`src/sv/cau_pkg.sv`:
```
// shared types, constants and helpers of the complex arithmetic unit
// no dependencies
package cau_pkg;

    localparam int CAU_FRAC_BITS = 16;
    localparam int CAU_DIV_STEPS = 32;

    typedef enum logic [1:0] {
        OP_ADD = 2'd0,
        OP_SUB = 2'd1,
        OP_MUL = 2'd2,
        OP_DIV = 2'd3
    } t_op;

    typedef enum logic [1:0] {
        ST_OK  = 2'd0,
        ST_SAT = 2'd1,
        ST_DZ  = 2'd2
    } t_status;

    // one divider step for one part
    typedef struct packed {
        logic [63:0] rem;
        logic [31:0] q;
        logic [31:0] nlo;
    } t_div_part;

    // word as it moves through the divider stages
    typedef struct packed {
        t_op         op;
        logic        dz;
        logic        sat;
        logic [31:0] res_re;
        logic [31:0] res_im;
        logic        neg_re;
        logic        neg_im;
        logic        big_re;
        logic        big_im;
        logic [63:0] den;
        t_div_part   dre;
        t_div_part   dim;
    } t_stage;

    // sign and magnitude to saturated 32 bits, msb of result is the sat flag
    function automatic logic [32:0] f_pack(input logic neg, input logic [63:0] mag);
        logic [32:0] r;
        if (!neg) begin
            if (mag > 64'h0000_0000_7FFF_FFFF) r = {1'b1, 32'h7FFF_FFFF};
            else r = {1'b0, mag[31:0]};
        end else begin
            if (mag > 64'h0000_0000_8000_0000) r = {1'b1, 32'h8000_0000};
            else r = {1'b0, 32'd0 - mag[31:0]};
        end
        return r;
    endfunction

endpackage

```
`src/sv/cau_div_step.sv`:
```
// one restoring divide step on both parts of a quotient
// depends on cau_pkg
module cau_div_step
    import cau_pkg::*;
(
    input  logic [63:0] i_den,
    input  t_div_part   i_re,
    input  t_div_part   i_im,
    output t_div_part   o_re,
    output t_div_part   o_im
);

    logic [64:0] w_tre;
    logic [64:0] w_tim;
    logic        w_ge_re;
    logic        w_ge_im;
    logic [64:0] w_dre;
    logic [64:0] w_dim;

    always_comb begin
        w_tre   = {i_re.rem, i_re.nlo[31]};
        w_tim   = {i_im.rem, i_im.nlo[31]};
        w_ge_re = w_tre >= {1'b0, i_den};
        w_ge_im = w_tim >= {1'b0, i_den};
        w_dre   = w_ge_re ? w_tre - {1'b0, i_den} : w_tre;
        w_dim   = w_ge_im ? w_tim - {1'b0, i_den} : w_tim;
        o_re.rem = w_dre[63:0];
        o_im.rem = w_dim[63:0];
        o_re.q   = {i_re.q[30:0], w_ge_re};
        o_im.q   = {i_im.q[30:0], w_ge_im};
        o_re.nlo = {i_re.nlo[30:0], 1'b0};
        o_im.nlo = {i_im.nlo[30:0], 1'b0};
    end

endmodule

```
`config.mk`:
```
export PLATFORM = sky130hd
export DESIGN_NAME = cau_div_step
export DESIGN_NICKNAME = d
export VERILOG_FILES = /design/src/sv/cau_pkg.sv /design/src/sv/cau_div_step.sv
export SDC_FILE = /design/constraint.sdc
export NUM_CORES = 1
export LEC_CHECK = 0
export BUFFER_PORTS_ARGS = -buffer_cell sky130_fd_sc_hd__buf_2
export CORE_AREA = 2 2 226 228
export DETAILED_ROUTE_END_ITERATION = 10
export DIE_AREA = 0 0 228 230
export GPL_ROUTABILITY_DRIVEN = 0
export PLACE_DENSITY = 0.51
export SYNTH_ARGS = -nofsm -noshare
export SYNTH_HDL_FRONTEND = slang
export SYNTH_SLANG_ARGS = --single-unit
```
`constraint.sdc`:
```
create_clock -name vclk -period 5.9
set_input_delay 1.475 -clock vclk [all_inputs]
set_output_delay 1.475 -clock vclk [all_outputs]
set_load 0.01 [all_outputs]
```
==> metrics.cfg <==
[sta]
slew_headroom_pct=30.1
slew_viol_final=0
hold_viol=0
fmax_mhz=161
setup_slack_ns=-0.293
tightestPinTransition_ns=1.04
setup_viol=128
fin_crit_sh_pct=105
rsz0062_at_grt=true
period_minus_slack_ns=6.19
whs_ns=2.95

[drt]
wirelength_um=54200
drt-initial-drc-count=656
routedWlPerCell_um=19.2
via_per_inst=4.85
drc=0
drtAntennaViolNets=0
dr.pass1.iters=5
vias=13700

[setup_path]
critPathLaunchType=input pin
crit_path_max_fanout=18
end_kind=output port
crit_required_ns=4.43
critical_path_class=in -> out
arrival_ns=4.72

[floorplanning]
pin_count=576
start_util_pct=20.8
chipWidth_um=228
core-area_sq_um=49900
die_area_sq_um=52400
row_count=82
die_h_um=230

[status]
violations=negative setup slack
status=finished, violations left

[synth]
syn_area_sq_um=10400
yosysSeqAreaShare_pct=0
synthTopCellsByArea=ha_1 15%, a21oi_1 11%, buf_4 10%
yosysWarnings=0
synth-compound-area-share_pct=35.0
synth_top_family_by_area=compound AO/OA/AOI/OAI gates
synth-simple-area-share_pct=20.6
synth_cells=1595
synthMuxAreaShare_pct=1.75
syn_avg_cell_area_sq_um=6.49
synth_top_area_share_pct=15.5
yosysUniqueCellTypes=97
synth_xor_area_share_pct=9.64
synth_fa_ha_area_share_pct=15.9
yosys.area.top_type=ha_1

[global_route]
grt_pass1_vias=13700
grt_max_degree=27
antenna_found_initial=1
overflow=0
use_met3_pct=1.60
use_met2_pct=33.5
grt_util_all_layers_pct=18.6
gr-usage-met1_pct=23.9
busiest_layer=met2
grt_pass1_wl_um=77900

[power_and_ir_drop]
ir_drop_mv=0.0637
leakage_nw=8.34
totalPowerFinal_mw=2.45
cellPowerDensity_nw_per_um2=140

[flow_run]
cap_violations=0

[layout]
regArea_sq_um=0
drive_gt1_share_pct=49.7
fin_nets=2608
fin_util_pct=35.0
area_growth_syn_to_layout_pct=68.6
design.seq.count=0
nClkBuffers=0

[worst_hold_path]
hold_path_class=in -> out

[clock_network]
holdBufCountCts=0

[placement]
portBuffers=324
hpwlAfterDp_um=44800

-- layer usage --
layer | share of wire (%) | vias up
met3 | 3.7 | 91
met5 | 0.026 | -
met1 | 44 | 6481
li1 | - | 6679
met2 | 49 | 462
met4 | 2.7 | 2
-- where the power goes --
group	internal (mW)	total (mW)	switching [mW]
Sequential	0	0	0
Combinational	1.18	2.45	1.27
Clock	0.0000000266	0.0000000266	0
Total	1.18	2.45	1.27
-- synth_stat cells, drive strengths merged, types with 16 or more instances --
cell / count
nand4: 47
o21bai: 27
a21o: 102
o21ai: 79
xor2: 45
nand2: 113
buf: 174
a21oi: 237
inv: 109
nor3: 19
o21a: 16
nor2: 179
clkbuf: 32
ha: 128
nand3: 23
xnor2: 69
-- logic make-up (layout without fill, tap and decap cells) --
group | count (synthesis) | after routing
and+or+nand+nor | 454 | 454
buffers and inverters | 317 | 877
other | 1 | 3
AOI/OAI and AO/OA | 563 | 563
adders and majority gates | 130 | 130
muxes | 16 | 16
xor gates and xnor gates | 114 | 114
-- final cells by class --
cell class | instances | area (sq um)
Inverter | 111 | 472
Antenna cell | 1 | 2.50
Fill cell | 5354 | 32400
Timing Repair Buffer | 765 | 5750
Tap cell | 672 | 841
Timing Repair inverter | 1 | 6.26
Multi-Input combinational cell | 1279 | 10400
-- worst max-delay path, cell delays in order --
cell       delay, ns
buf_8           0.08
inv_6           0.03
ha_4            0.27
buf_6           0.10
a21o_1          0.17
nor2_4          0.06
a2111oi_4       0.31
a221o_1         0.36
a31o_4          0.25
nand2_4         0.07
a221oi_4        0.45
nor4_4          0.08
nor2_4          0.15
buf_8           0.17
buf_12          0.17
buf_12          0.15
nor2_1          0.04
a21oi_1         0.12
buf_2           0.15
-- repair_timing --
item	4_1_cts	5_1_grt
buffers inserted	12	47
setup endpoints to repair	130	130
pin swaps	53	78
gates cloned	5	9
resized for setup	213	275
-- through the flow --
stage          TNS (ns)  worst slack, ns  std cells  instance area (sq um)
2_1_floorplan         0            0.239       1596                  10400
3_3_place_gp     -70.02           -0.936       2771                  14400
3_5_place_dp     -73.76           -0.957       2771                  14400
4_1_cts          -28.71           -0.348       2787                  15700
5_1_grt          -37.19           -0.409       2828                  17500
6_report         -22.14           -0.293       2829                  17500
-- worst paths after layout --
| path | end | slack [ns] | from | depth (start not counted) |
|---|---|---|---|---|
| hold / removal | o_im[25] | 2.95 | i_im[24] | 0 |
| setup / recovery | o_im[84] | -0.29 | i_den[8] | 19 |
-- placed cells by master (no fill, tap or decap), types with 7 or more instances in the layout --
cell type / Yosys / routed
inv_2: 1 / 18
o21ai_2: 2 / 12
nor3_1: 19 / 13
a21oi_2: 3 / 44
xor2_1: 45 / 44
buf_12: 0 / 15
mux2_4: 1 / 10
nand4_1: 47 / 47
a21oi_1: 234 / 177
nand2_1: 111 / 103
nor2b_1: 13 / 9
clkbuf_16: 0 / 8
o21a_1: 15 / 14
nor2_1: 176 / 134
nor2_4: 1 / 17
buf_8: 0 / 15
a21oi_4: 0 / 16
inv_4: 0 / 8
o21ai_1: 8 / 11
buf_4: 138 / 378
and2_1: 7 / 7
o21bai_1: 27 / 26
inv_1: 108 / 80
xnor2_1: 69 / 69
o211ai_1: 7 / 7
buf_2: 34 / 290
ha_4: 0 / 43
nand3_1: 21 / 18
nor2_2: 2 / 28
a31oi_1: 12 / 8
buf_6: 2 / 54
a21o_1: 99 / 99
nand2b_1: 10 / 10
and3_1: 12 / 10
ha_1: 128 / 80
o21ai_0: 69 / 56
Power figures use the tool's default switching activity.
